===== src/design/assert_macros.svh =====
// Assertion macros for the RTL files; the job queue includes them.
`ifndef ASSERT_MACROS_SVH
`define ASSERT_MACROS_SVH

// Same-cycle implication, disabled during reset.
`define ASSERT_IMPLY(lbl, clk, rst, ante, cons, msg) \
  lbl: assert property (@(posedge clk) disable iff (rst) (ante) |-> (cons)) \
    else $error(msg);

// Next-cycle implication, disabled during reset.
`define ASSERT_NEXT(lbl, clk, rst, ante, cons, msg) \
  lbl: assert property (@(posedge clk) disable iff (rst) (ante) |=> (cons)) \
    else $error(msg);

`endif


===== src/design/fsdi_pkg.sv =====
// Types, constants and helper functions of the Stokes detector integrator.
`timescale 1ns / 1ps
`default_nettype none
package fsdi_pkg;

  localparam int MAX_WINDOW    = 64;
  localparam int SAMPLE_BITS   = 8;
  localparam int FRACTION_BITS = 8;
  localparam int SLOT_BITS     = 6;
  localparam int WIDTH_BITS    = 7;
  localparam int COUNT_BITS    = 17;
  localparam int COUNT_LIMIT   = 65536;
  localparam int DET_BITS      = 18;
  localparam int RUN_BITS      = 24;
  localparam int INT_BITS      = 41;
  localparam int DIV_BITS      = 23;
  localparam int MAG_BITS      = INT_BITS + FRACTION_BITS;
  localparam int STEP_BITS     = 6;
  localparam int QDEPTH        = 4;
  localparam int QPTR_BITS     = 2;
  localparam int QCNT_BITS     = 3;
  localparam int CFG_IDX_BITS  = 2;
  localparam int CFG_DATA_BITS = 17;
  localparam int OUT_IQ_BITS   = 25;
  localparam int OUT_UV_BITS   = 26;

  // Register indexes
  localparam logic [CFG_IDX_BITS-1:0] REG_BOXCAR_WIDTH      = 2'd0;
  localparam logic [CFG_IDX_BITS-1:0] REG_INTEGRATION_COUNT = 2'd1;

  typedef logic signed [DET_BITS-1:0] det_t;

  typedef struct packed {
    det_t i;
    det_t q;
    det_t u;
    det_t v;
  } det4_t;

  // One finished integration waiting for division
  typedef struct packed {
    logic signed [INT_BITS-1:0] i;
    logic signed [INT_BITS-1:0] q;
    logic signed [INT_BITS-1:0] u;
    logic signed [INT_BITS-1:0] v;
  } job_t;

  // Queue status seen by the front end
  typedef struct packed {
    logic [QCNT_BITS-1:0] count;
    logic                 empty;
  } qstat_t;

  typedef struct packed {
    logic [DIV_BITS-1:0] rem;
    logic [MAG_BITS-1:0] num;
  } lane_t;

  // One restoring division step: quotient bit shifts into num
  function automatic lane_t div_step(lane_t cur, logic [DIV_BITS-1:0] div);
    logic [DIV_BITS:0] rem_sh;
    logic [DIV_BITS:0] diff;
    logic              ge;
    lane_t             nxt;
    rem_sh = {cur.rem, cur.num[MAG_BITS-1]};
    diff   = rem_sh - {1'b0, div};
    ge     = (rem_sh >= {1'b0, div});
    nxt.rem = ge ? diff[DIV_BITS-1:0] : rem_sh[DIV_BITS-1:0];
    nxt.num = {cur.num[MAG_BITS-2:0], ge};
    return nxt;
  endfunction

  // Magnitude of a total, scaled by the fraction bits
  function automatic logic [MAG_BITS-1:0] scaled_mag(logic signed [INT_BITS-1:0] v);
    logic [INT_BITS-1:0] mag;
    mag = v[INT_BITS-1] ? (~v + 1'b1) : v;
    return {mag, {FRACTION_BITS{1'b0}}};
  endfunction

endpackage
`default_nettype wire


===== src/design/fsdi_queue.sv =====
// Short job queue between the detector front end and the divider back end.
`timescale 1ns / 1ps
`default_nettype none
`include "assert_macros.svh"
module fsdi_queue (
  input  wire logic          clk,
  input  wire logic          rst,
  input  wire logic          push,
  input  wire fsdi_pkg::job_t job_in,
  input  wire logic          pop,
  output fsdi_pkg::job_t     job_out,
  output fsdi_pkg::qstat_t   stat
);
  import fsdi_pkg::*;

  job_t                 entries [QDEPTH];
  logic [QPTR_BITS-1:0] wr_ptr;
  logic [QPTR_BITS-1:0] rd_ptr;
  logic [QCNT_BITS-1:0] count;

  // Storage
  always_ff @(posedge clk) begin
    if (push) begin
      entries[wr_ptr] <= job_in;
    end
  end

  // Pointers and fill level
  always_ff @(posedge clk) begin
    if (rst) begin
      wr_ptr <= '0;
      rd_ptr <= '0;
      count  <= '0;
    end else begin
      if (push) wr_ptr <= wr_ptr + 1'b1;
      if (pop)  rd_ptr <= rd_ptr + 1'b1;
      if (push && !pop)      count <= count + 1'b1;
      else if (!push && pop) count <= count - 1'b1;
    end
  end

  assign job_out    = entries[rd_ptr];
  assign stat.count = count;
  assign stat.empty = (count == '0);

  `ASSERT_IMPLY(a_no_overflow, clk, rst, push && !pop, count < QCNT_BITS'(QDEPTH), "job queue overflow")
  `ASSERT_IMPLY(a_no_underflow, clk, rst, pop, count != '0, "job queue underflow")
  `ASSERT_NEXT(a_count_hold, clk, rst, !push && !pop, $stable(count), "job count moved while idle")

endmodule
`default_nettype wire


===== config.mk =====
export PLATFORM = sky130hd
export DESIGN_NAME = fsdi_queue
export DESIGN_NICKNAME = d
export VERILOG_FILES = /design/src/design/fsdi_pkg.sv /design/src/design/fsdi_queue.sv
export VERILOG_INCLUDE_DIRS = /design/src /design/src/design
export SDC_FILE = /design/constraint.sdc
export NUM_CORES = 1
export LEC_CHECK = 0
export BUFFER_PORTS_ARGS = -buffer_cell sky130_fd_sc_hd__clkbuf_2
export CAP_MARGIN = 20
export CORE_MARGIN = 1
export CORE_UTILIZATION = 57
export DETAILED_ROUTE_END_ITERATION = 10
export GPL_TIMING_DRIVEN = 0
export PLACE_DENSITY = 0.87
export SLEW_MARGIN = 0
export SYNTH_ARGS = -nofsm -noshare
export SYNTH_HDL_FRONTEND = slang
export SYNTH_SLANG_ARGS = --single-unit

===== constraint.sdc =====
create_clock -name clk -period 6.86 [get_ports clk]
set_input_delay 0.686 -clock clk [delete_from_list [all_inputs] [get_ports clk]]
set_output_delay 0.686 -clock clk [all_outputs]
set_load 0.005 [all_outputs]

Word level (Yosys, flattened, before mapping)
Memory sizes are Yosys's and may differ from the RTL's. A register that Yosys moved wholly into a read port is not among the register bits.
Cells that the tools add are included.
{"block": "totals", "reg_bits": 7, "wordCells": 20, "input_bits": 168, "ramBits": 656, "mem_count": 1}
{"block": "op_classes", "n_mux": 6, "n_addsub": 4, "reduce_logical": 6}
{"memory": "entries", "words": 4, "width": 164, "rd": 1, "rd_ports_with_merged_regs": 1, "write_ports": 1, "line": "fsdi_queue.sv:16", "text": "job_t entries [QDEPTH];"}
{"cell": "$mux 3", "n": 2}
{"cell": "$add 2x1->2 const B", "n": 2}
{"cell": "$mux 2", "n": 2}
{"cell": "$add 3x1->3 const B", "n": 1}
{"cell": "$logic_not 3->1", "n": 1}
{"cell": "$sub 3x1->3 const B", "n": 1}
{"cell": "$logic_and 1x1->1", "n": 2}
{"cell": "$logic_not 1->1", "n": 2}
{"cell": "$mux 1", "n": 2}
{"cell": "$reduce_bool 2->1", "n": 1}

Longest topological paths before layout
{"block": "depth", "word_depth": 4, "depth_mapped": 7}

Worst setup path after synthesis
Ideal clock, no wire load.
{"block": "synth_path", "path_type": "input -> register", "startpoint": "input push", "endpoint": "memory entries[0][0] (netlist bit), enable pin", "t_arrival_ps": 4421, "stages": 1, "slack_ps": 1896, "n_path_buf": 0, "path_cell_list": "and2_1"}
{"block": "synth_via", "elab_chain_len": 2}
{"element": "start: declaration", "line": "fsdi_queue.sv:8", "text": "input wire logic push,"}
{"element": "$mux 1", "line": "fsdi_queue.sv:23", "text": "if (push) begin"}
{"element": "$mux 1 (not written as such)", "line": "fsdi_queue.sv:24", "text": "entries[wr_ptr] <= job_in;"}
{"element": "end: declaration", "line": "fsdi_queue.sv:16"}
No other way between the ends.

==> impl_metrics.json <==
{
  "ys_seq_area_share_pct": 82.6,
  "row_count": 74,
  "floorplan.io_pins": 336,
  "synth_edf_count": 656,
  "finalCritPeriodShare_pct": 46.7,
  "cts_sinks": 665,
  "place.gp.congestion": 0.740,
  "path_class": "flop to output port",
  "p_per_area_nw_per_um2": 317,
  "overflow": 0,
  "synth_top_cell_area_share_pct": 81.9,
  "seq_area_um2": 19900,
  "maxSlewHeadroom_pct": 42.8,
  "cts_tree": "done",
  "fin_crit_ns": 3.21,
  "r2r_setup_slack_ns": 4.90,
  "synthToLayoutAreaGrowth_pct": 20.2,
  "first_iter_violations": 959,
  "postCtsSetupRepairBufs": 0,
  "final_layout_size_suffix_gt1_share_pct": 46.9,
  "die_y_um": 207,
  "ys_ff_latch": 665,
  "cts.path.max_buffers": 3,
  "worstPathArrival_ns": 2.52,
  "maxSlewViolCount": 0,
  "p_leak_nw": 9.91,
  "fin_util_pct": 70.2,
  "synthDistinctLibCells": 20,
  "multi_input_area_um2": 3930,
  "worstHoldStart": "job_in[72]",
  "fillers": 2332,
  "netlist_area_um2": 24100,
  "cp-end-kind": "output port",
  "synth_common_cells": "edfxtp_1 (656), mux4_2 (164), buf_2 (17)",
  "place_hpwl_mm": 30.2,
  "finalClockSkew_ns": 0.0197,
  "netlist_top_cells_area": "edfxtp_1 (82%), mux4_2 (15%), dfxtp_1 (0.75%), buf_2 (0.35%), buf_4 (0.34%)",
  "post_cts_resized": 0,
  "yosys.area.top_type": "edfxtp_1",
  "hold_class": "input pin to flop",
  "holdBufCountCts": 0,
  "tightestPinTransition_ns": 0.857,
  "synth-main-ff-cell": "edfxtp_1",
  "wire_per_inst_um": 26.3,
  "grt_max_degree": 59,
  "cts_inserted_buffers": 66,
  "grt_setup_unrepaired": "false",
  "vias_per_cell": 5.93,
  "required_ns": 6.17,
  "regToRegEndpoint": "entries[0][156]$_DFFE_PP_",
  "nNetsFinal": 1487,
  "grt_first_pass_wirelength_mm": 74.2,
  "path_max_fanout": 10,
  "yosysWarningCount": 0,
  "vdd_drop_max_uv": 237,
  "cts_htree_levels": 3,
  "r2r_cells": 5,
  "min_to": "entries[2][72]$_DFFE_PP_",
  "yosysMostFrequentCell": "edfxtp_1",
  "avgSynthCellArea_um2": 26.8,
  "vias": 11200,
  "syn_inst": 899,
  "whs_path_depth": 1,
  "drtPass1Iterations": 7,
  "max_freq_mhz": 312,
  "antenna_found_initial": 3,
  "root_buffer": "clkbuf_16",
  "r2r_start": "wr_ptr[0]$_SDFFE_PP0P_",
  "async_flop_share_pct": 0,
  "clk_pin_slew_worst_paths_ns": 0.06,
  "antenna_left": 0,
  "port-buffer-count": 334,
  "drv_cap": 0,
  "drt-total-wl_mm": 49.8,
  "insertion_delay_ns": 0.57,
  "die-width_um": 207,
  "finalHoldViolCount": 0,
  "initial_utilization_pct": 58.4,
  "finalSetupViolCount": 0,
  "holdWs_ns": 0.326,
  "crit_path_start_kind": "flop",
  "grt_pass1_vias": 11900,
  "grt_use_total_pct": 23.5,
  "status": "complete, no violations",
  "core-area_um2": 41200,
  "tns_ns": 0,
  "syn_nets": 1073,
  "drcViolationCount": 0,
  "die_area_um2": 43000
}
[worst max path at each step]
stage                                      to  cells after the start
finish                            job_out[22]                      4
global route                      job_out[39]                      4
CTS                               job_out[22]                      4
detailed placement                job_out[39]                      4
global placement    entries[0][156]$_DFFE_PP_                      2
floorplan             entries[0][0]$_DFFE_PP_                      1
[layout make-up]
type / count / share of cell area (%)
Clock buffer: 84 / 6.38
Inverter: 4 / 0.0519
Timing Repair Buffer: 346 / 6.92
Tap cell: 532 / 2.30
Sequential cell: 665 / 68.7
Multi-Input combinational cell: 193 / 13.6
Buffer: 37 / 0.852
Clock inverter: 34 / 1.17
Antenna cell: 1 / 0.00865
[logic make-up (layout without fill, tap and decap cells)]
logic type / count (synthesis) / count (layout) / synth area share [%]
xor gates and xnor gates: 5 / 5 / 0.182
other: 0 / 1 / 0
muxes: 166 / 166 / 15.4
adders and majority gates: 6 / 6 / 0.343
DFF: 665 / 665 / 82.6
buffers and inverters: 41 / 505 / 1.09
AOI/OAI and AO/OA: 2 / 2 / 0.0416
and+or+nand+nor: 14 / 14 / 0.276
[per-stage QoR]
step           setup WS, ns  total power [W]  cell area, um^2  cells
2_1_floorplan          1.90          0.00525            24100    899
3_3_place_gp          -1.15          0.00563            26400   1765
3_5_place_dp           4.25          0.00565            26700   1777
4_1_cts                3.61          0.00925            28900   1895
5_1_grt                3.56          0.00945            28900   1896
6_report               3.65          0.00917            28900   1896
[metal layers]
metal / part of all wire (%) / vias up / GRT usage [%]
li1: - / 4742 / -
met1: 37 / 5896 / 29.5
met2: 51 / 529 / 39.4
met3: 9.7 / 66 / 7.41
met4: 2.0 / 2 / 7.28
met5: 0.026 / - / 0
[power breakdown]
group,switching (W),internal [W]
sequential,0.0000517,0.00467
clock,0.00144,0.00217
combinational,0.000444,0.000401
[flip-flops by register name (all words and copies together), names as in the netlist, named ones only]
signal   flops
wr_ptr       2
rd_ptr       2
count        3
entries    656
[cell usage in the layout, fill, tap and decap left out]
master	n
mux4_2	164
clkbuf_8	2
and2_4	4
nand2_1	1
diode_2	1
bufinv_16	7
buf_4	11
clkbuf_2	334
buf_2	17
inv_6	1
ha_1	5
clkbuf_1	14
clkinv_2	8
xnor2_1	2
clkinvlp_4	1
clkbuf_16	71
buf_6	6
clkinv_1	16
nor2_1	7
edfxtp_1	656
or3_1	1
o21ai_0	1
inv_8	1
xor2_1	3
buf_16	12
a21oi_1	1
inv_1	4
nor3_1	1
fa_1	1
mux2i_1	2
dfxtp_1	9
[critical path, cell delays in order, from the launching register on]
cell,delay [ns]
dfxtp_1,0.32
clkbuf_1,0.65
buf_2,0.45
mux4_2,0.40
clkbuf_2,0.14
No activity file was read; power rests on OpenSTA's default activity.
