## src/design/assert_macros.svh

```systemverilog
// Assertion macros for the RTL files; the job queue includes them.
`ifndef ASSERT_MACROS_SVH
`define ASSERT_MACROS_SVH

// Same-cycle implication, disabled during reset.
`define ASSERT_IMPLY(lbl, clk, rst, ante, cons, msg) \
  lbl: assert property (@(posedge clk) disable iff (rst) (ante) |-> (cons)) \
    else $error(msg);

// Next-cycle implication, disabled during reset.
`define ASSERT_NEXT(lbl, clk, rst, ante, cons, msg) \
  lbl: assert property (@(posedge clk) disable iff (rst) (ante) |=> (cons)) \
    else $error(msg);

`endif

```

## src/design/fsdi_pkg.sv

```systemverilog
// Types, constants and helper functions of the Stokes detector integrator.
`timescale 1ns / 1ps
`default_nettype none
package fsdi_pkg;

  localparam int MAX_WINDOW    = 64;
  localparam int SAMPLE_BITS   = 8;
  localparam int FRACTION_BITS = 8;
  localparam int SLOT_BITS     = 6;
  localparam int WIDTH_BITS    = 7;
  localparam int COUNT_BITS    = 17;
  localparam int COUNT_LIMIT   = 65536;
  localparam int DET_BITS      = 18;
  localparam int RUN_BITS      = 24;
  localparam int INT_BITS      = 41;
  localparam int DIV_BITS      = 23;
  localparam int MAG_BITS      = INT_BITS + FRACTION_BITS;
  localparam int STEP_BITS     = 6;
  localparam int QDEPTH        = 4;
  localparam int QPTR_BITS     = 2;
  localparam int QCNT_BITS     = 3;
  localparam int CFG_IDX_BITS  = 2;
  localparam int CFG_DATA_BITS = 17;
  localparam int OUT_IQ_BITS   = 25;
  localparam int OUT_UV_BITS   = 26;

  // Register indexes
  localparam logic [CFG_IDX_BITS-1:0] REG_BOXCAR_WIDTH      = 2'd0;
  localparam logic [CFG_IDX_BITS-1:0] REG_INTEGRATION_COUNT = 2'd1;

  typedef logic signed [DET_BITS-1:0] det_t;

  typedef struct packed {
    det_t i;
    det_t q;
    det_t u;
    det_t v;
  } det4_t;

  // One finished integration waiting for division
  typedef struct packed {
    logic signed [INT_BITS-1:0] i;
    logic signed [INT_BITS-1:0] q;
    logic signed [INT_BITS-1:0] u;
    logic signed [INT_BITS-1:0] v;
  } job_t;

  // Queue status seen by the front end
  typedef struct packed {
    logic [QCNT_BITS-1:0] count;
    logic                 empty;
  } qstat_t;

  typedef struct packed {
    logic [DIV_BITS-1:0] rem;
    logic [MAG_BITS-1:0] num;
  } lane_t;

  // One restoring division step: quotient bit shifts into num
  function automatic lane_t div_step(lane_t cur, logic [DIV_BITS-1:0] div);
    logic [DIV_BITS:0] rem_sh;
    logic [DIV_BITS:0] diff;
    logic              ge;
    lane_t             nxt;
    rem_sh = {cur.rem, cur.num[MAG_BITS-1]};
    diff   = rem_sh - {1'b0, div};
    ge     = (rem_sh >= {1'b0, div});
    nxt.rem = ge ? diff[DIV_BITS-1:0] : rem_sh[DIV_BITS-1:0];
    nxt.num = {cur.num[MAG_BITS-2:0], ge};
    return nxt;
  endfunction

  // Magnitude of a total, scaled by the fraction bits
  function automatic logic [MAG_BITS-1:0] scaled_mag(logic signed [INT_BITS-1:0] v);
    logic [INT_BITS-1:0] mag;
    mag = v[INT_BITS-1] ? (~v + 1'b1) : v;
    return {mag, {FRACTION_BITS{1'b0}}};
  endfunction

endpackage
`default_nettype wire

```

## src/design/fsdi_back.sv

```systemverilog
// Back end: bit-serial division of the four totals and the result register.
`timescale 1ns / 1ps
`default_nettype none
module fsdi_back (
  input  wire logic                                clk,
  input  wire logic                                rst,
  input  wire fsdi_pkg::qstat_t                    qstat,
  input  wire fsdi_pkg::job_t                      job,
  output logic                                     job_pop,
  input  wire logic [fsdi_pkg::DIV_BITS-1:0]       divisor,
  output logic                                     empty,
  input  wire logic                                pop,
  output logic [fsdi_pkg::OUT_IQ_BITS-1:0]         stokes_i,
  output logic signed [fsdi_pkg::OUT_IQ_BITS-1:0]  stokes_q,
  output logic signed [fsdi_pkg::OUT_UV_BITS-1:0]  stokes_u,
  output logic signed [fsdi_pkg::OUT_UV_BITS-1:0]  stokes_v
);
  import fsdi_pkg::*;

  localparam logic [1:0] S_IDLE = 2'd0;
  localparam logic [1:0] S_DIV  = 2'd1;
  localparam logic [1:0] S_DONE = 2'd2;

  logic [1:0]           state;
  logic [STEP_BITS-1:0] step;
  lane_t                lane [4];
  lane_t                lane_next [4];
  logic [3:0]           neg;
  logic [MAG_BITS-1:0]  res [4];
  logic                 out_valid;

  assign job_pop = (state == S_IDLE) && !qstat.empty;
  assign empty   = !out_valid;

  // Division step and sign restore for each lane
  always_comb begin
    for (int k = 0; k < 4; k++) begin
      lane_next[k] = div_step(lane[k], divisor);
      res[k]       = neg[k] ? (~lane[k].num + 1'b1) : lane[k].num;
    end
  end

  // Lane payload and result register
  always_ff @(posedge clk) begin
    if (job_pop) begin
      lane[0] <= '{rem: '0, num: scaled_mag(job.i)};
      lane[1] <= '{rem: '0, num: scaled_mag(job.q)};
      lane[2] <= '{rem: '0, num: scaled_mag(job.u)};
      lane[3] <= '{rem: '0, num: scaled_mag(job.v)};
      neg     <= {job.v[INT_BITS-1], job.u[INT_BITS-1], job.q[INT_BITS-1], job.i[INT_BITS-1]};
    end else if (state == S_DIV) begin
      for (int k = 0; k < 4; k++) lane[k] <= lane_next[k];
    end
    if (state == S_DONE && (!out_valid || pop)) begin
      stokes_i <= res[0][OUT_IQ_BITS-1:0];
      stokes_q <= res[1][OUT_IQ_BITS-1:0];
      stokes_u <= res[2][OUT_UV_BITS-1:0];
      stokes_v <= res[3][OUT_UV_BITS-1:0];
    end
  end

  // Sequencer and output valid
  always_ff @(posedge clk) begin
    if (rst) begin
      state     <= S_IDLE;
      step      <= '0;
      out_valid <= 1'b0;
    end else begin
      if (pop) out_valid <= 1'b0;
      case (state)
        S_IDLE: begin
          if (job_pop) begin
            state <= S_DIV;
            step  <= '0;
          end
        end
        S_DIV: begin
          step <= step + 1'b1;
          if (step == STEP_BITS'(MAG_BITS - 1)) state <= S_DONE;
        end
        S_DONE: begin
          if (!out_valid || pop) begin
            out_valid <= 1'b1;
            state     <= S_IDLE;
          end
        end
        default: state <= S_IDLE;
      endcase
    end
  end

endmodule
`default_nettype wire

```

## config.mk

```make
export PLATFORM = sky130hd
export DESIGN_NAME = fsdi_back
export DESIGN_NICKNAME = d
export VERILOG_FILES = /design/src/design/assert_macros.svh /design/src/design/fsdi_pkg.sv /design/src/design/fsdi_back.sv
export SDC_FILE = /design/constraint.sdc
export NUM_CORES = 1
export LEC_CHECK = 0
export BUFFER_PORTS_ARGS = -buffer_cell sky130_fd_sc_hd__clkbuf_2
export CAP_MARGIN = 25
export CORE_ASPECT_RATIO = 0.75
export CORE_MARGIN = 4
export CORE_UTILIZATION = 40
export DETAILED_ROUTE_END_ITERATION = 6
export PLACE_DENSITY_LB_ADDON = 0.05
export SYNTH_ARGS = -nofsm -noshare
export SYNTH_HDL_FRONTEND = slang
export SYNTH_SLANG_ARGS = --single-unit
```

## constraint.sdc

```tcl
create_clock -name clk -period 13.55 [get_ports clk]
set_input_delay 0.6775 -clock clk [delete_from_list [all_inputs] [get_ports clk]]
set_output_delay 0.6775 -clock clk [all_outputs]
set_load 0.03 [all_outputs]
```

Yosys cells after proc, flatten, opt, wreduce, memory -nomap -nowiden

Memories as Yosys holds them, arrays and structs flattened.
Cells that the tools add are included.

Register bits: 115
Latch bits: 0
Memory bits (writable): 288
Bits in read-only memories: 0
Bits of input ports: 194
Output and inout port bits: 104
Word-level logic and storage cells: 83
Memories: 1

Memory list:

| name | words | width | read ports | clocked after memory_dff | write ports | RTL line        | RTL |
|---|---|---|---|---|---|---|---|
| lane | 4     | 72    | 4          | 0                        | 4           | fsdi_back.sv:26 | `lane_t lane [4];` |

$add $sub $neg: 13
Multipliers: 0
Divide/modulo/power cells: 0
$lt $le $gt $ge: 4
Equality and inequality tests: 6
Shift operators: 0
Muxes and demuxes: 30
Bitwise logic cells: 12
Reduce and logical (&&, ||, !) cells: 9

Operators with widths:

| cell                    | count |
|---|---|
| $mux W72                | 4 |
| $add A41 B1 Y41 const B | 4 |
| $mux W41                | 4 |
| $not A41 Y41            | 4 |
| $ge A24 B23 Y1          | 4 |
| $mux W23                | 4 |
| $sub A23 B23 Y23        | 4 |
| $add A26 B1 Y26 const B | 2 |
| $mux W26                | 2 |
| $not A26 Y26            | 2 |
| $add A25 B1 Y25 const B | 2 |
| $mux W25                | 2 |
| $not A25 Y25            | 2 |
| $pmux W6 S2             | 1 |
| $mux W1                 | 8 |
| $add A6 B1 Y6 const B   | 1 |
| $eq A6 B6 Y1 const B    | 1 |
| $mux W2                 | 3 |
| $mux W6                 | 1 |
| $pmux W2 S3             | 1 |
| $ne A2 B1 Y1 const B    | 2 |
| $or A1 B1 Y1            | 4 |
| $reduce_and A3 Y1       | 1 |
| $eq A2 B1 Y1 const B    | 1 |
| 8 further kinds         | 10 |

Longest topological paths before layout

Gate-level depths: netlist of run 1.

Depth in word-level cells: 5
Gate-level depth with buffers: 14
Mapped depth without buffers: 12

Worst setup path after synthesis of run 1

Ideal clock, no wire load.

Path type: in2reg
Start: input qstat[0] (netlist name)
End: register step[3]
Setup time: 0.417 ns
Data arrival time: 6.892 ns
Data required time: 13.133 ns
Path slack: 6.241 ns
Cell stages on the path: 3
Path buffers: 0
Cells stage by stage: a21o_1 > inv_1 > a311oi_1

Longest elaborated chain between the ends: 4

RTL lines:

| element                            | RTL line        | RTL |
|---|---|---|
| from (decl)                        | fsdi_back.sv:7  | `input wire fsdi_pkg::qstat_t qstat,` |
| $logic_not A1 Y1                   | fsdi_back.sv:32 | `assign job_pop = (state == S_IDLE) && !qstat.empty;` |
| $logic_and A1 B1 Y1                | fsdi_back.sv:32 |  |
| $ne A2 B2 Y1 (no source line)      | --              |  |
| $reduce_and A2 Y1 (no source line) | --              |  |
| to (signal assigned)               | fsdi_back.sv:78 | `step <= step + 1'b1;` |
| to (decl)                          | fsdi_back.sv:25 | `logic [STEP_BITS-1:0] step;` |

No other way between the ends.
A chain may end at the register's enable or synchronous reset.

==> results of run 1 <==
[through the flow]
| step | instances | setup WS [ps] |
|---|---|---|
| 2_1_floorplan | 2432 | 6241 |
| 3_3_place_gp | 3444 | 8819 |
| 3_5_place_dp | 3445 | 8770 |
| 4_1_cts | 3532 | 9396 |
| 5_1_grt | 3534 | 9442 |
| 6_report | 3534 | 9617 |
[logic make-up after synthesis]
group,count (synthesis),synth area share [%]
compound gates,640,16.01
xor+xnor,313,10.98
fa+ha+maj,106,5.433
buf+inv,164,2.486
flops,403,48.11
mux,54,2.165
simple gates,752,14.81
[registers in the layout, summed over array words and instances (netlist names)]
register	cells
stokes_u	26
step	6
stokes_q	25
lane	288
stokes_i	25
out_valid	1
neg	4
state	2
stokes_v	26
[final cells by class]
class | instances | area (um^2) | share of cell area [%]
Sequential cell | 403 | 12010 | 41.78
Clock inverter | 19 | 155.1 | 0.5396
Multi-Input combinational cell | 1865 | 12360 | 43.00
Timing Repair Buffer | 305 | 1614 | 5.614
Tap cell | 810 | 1013 | 3.525
Clock buffer | 68 | 1348 | 4.687
Inverter | 64 | 247.7 | 0.8616
[where the power goes]
part | leakage [nW] | switching (W) | internal, W
sequential | 4.03 | 0.0000860 | 0.00154
combinational | 6.35 | 0.000515 | 0.000381
clock | 0.730 | 0.000522 | 0.000728
total | 11.1 | 0.00112 | 0.00265
[worst max-delay path, cell delays in order]
cell and delay (ps):
clkbuf_2 80, inv_1 260, ha_1 360, a21o_1 230, a221o_1 370, a211o_1 300
a21oi_1 340, o21ai_0 130, o211ai_1 300, nand2_1 440, buf_8 310, and4_1 190
a311o_1 260
[synthesized netlist by cell type (all sizes together) (4+ instances only)]
cell      n
a211o     6
a211oi   22
a21boi    9
a21o     29
a21oi   101
a22o      4
a311oi    4
a31oi     9
and2     27
and3     11
buf      12
clkbuf   88
dfxtp     9
edfxtp  394
fa        4
ha      102
inv      64
mux2i    54
nand2   289
nand2b   21
nand3    40
nand3b    4
nand4    15
nor2    153
nor2b    21
nor3     32
nor3b     4
nor4      8
o211ai    4
o21a     19
o21ai   282
o21bai   10
o31a      5
o31ai    79
o41ai    35
or2      21
or3      42
or3b      4
or4      48
xnor2   135
xor2    178
[layer usage]
layer,wire length [um],share of wire [%],up-vias,track usage (%)
li1,-,-,9511,-
met2,27660,43,457,28.50
met3,3656,5.7,86,3.416
met1,31050,49,8903,27.26
met4,1508,2.4,4,4.743
met5,34,0.053,-,0
[final timing paths]
path	cells past startpoint	startpoint	slack, ps	endpoint
worst min-delay path	2	rst	430	state[1]
worst min register to register	0	lane[1][0]	490	stokes_q[0]
worst max register to register	11	lane[2][59]	9650	lane[2][70]
worst max-delay path	13	divisor[11]	9620	lane[2][70]
==> results.cfg, run 1 <==
[setup_path]
cp-end-kind = flip-flop
crit_type = in -> reg
crit_path_start_kind = primary input
cp_max_fo = 14
arrival_ps = 4250
cp.required_ps = 13870

[routing]
drt-pass1-iter-count = 5
postRouteAntennaNets = 0
drc = 0
routed_wl_um = 63900
vias = 18960
wl_per_cell_um = 18.08
vias_per_cell = 5.365
drt_iter0_drc = 1140

[die]
die_h_um = 224.4
initial_utilization_pct = 40.35
core-area_um2 = 61880
die_area_um2 = 66520
pin_count = 298
core.rowCount = 79
die_w_um = 296.5

[synthesis]
ys_ff_latch = 403
dominantRegCellSynth = edfxtp_1
yosysUniqueCellTypes = 73
synth_edf_count = 394
yosys_warnings = 0
synth_top_area_share_pct = 47.39
syn-num-nets = 2732
postSynthAreaPerCell_um2 = 10.27
yosysTopAreaCell = edfxtp_1
synth_area_leaders = edfxtp_1 (47%), xor2_1 (6.2%), o21ai_0 (5.5%), ha_1 (5.1%), xnor2_1 (4.7%)
syn-cell-area_um2 = 24970
synthCells = 2432
synthArstFlopShare_pct = 0
ys_seq_area_share_pct = 48.11

[timing]
fmax_mhz = 254.3
relSlewSlack_pct = 30.55
finalMaxSlewViolations = 0
rsz0062_at_grt = no
finalSetupViolCount = 0
skew_ps = 11.26
setup_tns_ps = 0
post-route-period-util_pct = 29.02
min_period_ps = 3933
hold_ws_ps = 425.5
hold_viol = 0
tightest_slew_ps = 1042

[clock_network]
cts-hold-fix-buffers = 0
cts_tree = yes
post_cts_buffers = 0
cts_repair_resize_count = 0
cts_buffers = 47
clkSlewWorstSetupHoldPaths_ps = 60
cts_max_level = 2
clk_latency_ps = 570
cts_sinks = 403
root_buffer = clkbuf_16
clockBufferDepth = 3

[layout]
fillers = 5856
layout_common_cells = edfxtp_1 (394), clkbuf_2 (294), nand2_1 (289)
fin_area_um2 = 28750
final_util_pct = 46.47
area_growth_pct = 15.17
antenna_cells = 0
final_common_cell = edfxtp_1
drive_gt1_share_pct = 15.53
final_nets = 2986

[global_routing]
grt_pass1_wl_um = 99330
grt-ovfl-total = 0
antenna_found_initial = 2
grt_use_total_pct = 18.59
grt_pass1_vias = 18060
grt_start_max_net_pins = 266

[place]
place_hpwl_um = 44860
io_buffer_count = 294
placed_area_um2 = 27210
gp_congestion = 0.8114

[job]
drv_cap = 0

[power]
ir_drop_mv = 0.07623
total_leakage_power_nw = 11.12
power.total_w = 0.003777
p_per_area_nw_per_um2 = 131.4

[run_status]
status = complete, no violations

[hold_path]
worstHoldPathType = in -> reg
Note: power is estimated with default switching activity, not from simulation.
==> inputs of run 2 (changes only) <==
- clock period: 13.55 -> 3.4 ns (I/O delays scaled with it)
==> run 2 against run 1 <==
Against the previous run: total power grew to 4.1 times the previous value; utilization up 2.5 points; critical path depth decreased by 3; critical path type unchanged.
==> results.cfg, run 2 (same netlist as run 1, synthesis figures left out) <==
[die]
initial_utilization_pct = 40.35
core-area_um2 = 61880
die_area_um2 = 66520
core.rowCount = 79
die_w_um = 296.5
die_h_um = 224.4
pin_count = 298

[setup_path]
cp.required_ps = 3720
crit_path_start_kind = primary input
cp-end-kind = flip-flop
arrival_ps = 3580
cp_max_fo = 5
crit_type = in -> reg

[job]
drv_cap = 0

[layout]
drive_gt1_share_pct = 16.70
largest_registers = lane: 288 flops, stokes_u: 26 flops, stokes_v: 26 flops
regMostFlops = lane
layout_common_cells = edfxtp_1 (394), clkbuf_2 (294), nand2_1 (289)
fin_area_um2 = 30280
area_growth_pct = 21.28
largest_register_ffs = 288
fillers = 5735
final_common_cell = edfxtp_1
final_nets = 3141

[clock_network]
cts_buffers = 47
post_cts_buffers = 0
cts_tree = yes
clk_latency_ps = 590
cts_sinks = 403
clkSlewWorstSetupHoldPaths_ps = 60
clockBufferDepth = 3
cts_max_level = 2
root_buffer = clkbuf_16

[timing]
setup_tns_ps = 0
hold_viol = 0
worst_slack_ps = 136.2
tightest_slew_ps = 852.7
relSlewSlack_pct = 43.15
hold_ws_ps = 41.35
rsz0062_at_grt = no
finalMaxSlewViolations = 0
fmax_mhz = 306.4
finalSetupViolCount = 0
min_period_ps = 3264
post-route-period-util_pct = 95.99
skew_ps = 18.21

[routing]
vias_per_cell = 5.339
drc = 0
vias = 19710
drt-pass1-iter-count = 5
wl_per_cell_um = 17.99
postRouteAntennaNets = 0
drt_iter0_drc = 1254
routed_wl_um = 66400

[power]
p_per_area_nw_per_um2 = 508.3
power.internal_w = 0.01078
p_comb_share_pct = 24.7
p_clk_share_pct = 33.1
seqPwrFrac_pct = 42.2
ir_drop_mv = 0.3501
power_switching_w = 0.004608
power.total_w = 0.01539
p_sw_share_pct = 29.94
total_leakage_power_nw = 11.80

[place]
gp_congestion = 0.8782
io_buffer_count = 294
dp_slack_ps = 13.87
placed_area_um2 = 27680
place_hpwl_um = 47950

[global_routing]
grt_pass1_vias = 19250
grt_pass1_wl_um = 105300
grt-ovfl-total = 0
grt_start_max_net_pins = 115
grt_use_total_pct = 19.71
antenna_found_initial = 3

[run_status]
status = complete, no violations

[hold_path]
worstHoldPathType = in -> reg
[run 2: timing repair]
item,4_1_cts,5_1_grt
gates resized for setup,0,6
endpoints found under the setup margin,0,33
hold buffers,104,0
endpoints found under the hold margin,110,0
[run 2: final timing paths]
path / from / end / slack [ps] / cells after the start
max: job[98] / lane[1][44] / 140 / 10
min: job[12] / lane[3][20] / 40 / 3
max reg2reg: lane[3][9] / stokes_v[25] / 140 / 7
min reg2reg: lane[1][0] / stokes_q[0] / 500 / 0
[run 2: per-stage QoR]
step           util (%)  instances
6_report          48.93       3692
5_1_grt           48.93       3692
4_1_cts           48.89       3690
3_5_place_dp      44.74       3498
3_3_place_gp      44.74       3498
2_1_floorplan         -       2432
[run 2: final cells by class]
type,count,area [um^2],share of cell area [%]
multi-input cells,1865,12390,40.90
flip-flops and latches,403,12010,39.67
repair buffers,460,3090,10.21
clock buffers,61,1229,4.058
well taps,810,1013,3.347
clock inverters,27,299.0,0.9876
inverters,64,244.0,0.8058
diodes,2,5.005,0.01653
[run 2: critical path, stage by stage]
cell           delay [ps]
dlygate4sd3_1         540
clkbuf_2              120
or4_1                 590
or4_1                 480
or3_4                 380
or4_1                 530
nand2b_4              200
o31ai_1               290
xor2_1                190
o21ai_0                90
[run 2: power groups by stage]
stage               registers (W)  clock network (W)  logic [W]
global placement          0.00658                  0    0.00365
floorplan                 0.00650                  0    0.00269
CTS                       0.00650            0.00528    0.00382
finish                    0.00649            0.00509    0.00381
detailed placement        0.00659                  0    0.00370
global route              0.00656            0.00546    0.00429
[run 2: metal layers]
metal	part of all wire (%)	vias up	GRT usage [%]
met5	0.011	-	0
met3	5.5	107	3.682
met1	47	9370	28.16
li1	-	9828	-
met4	2.8	2	5.800
met2	44	403	30.68
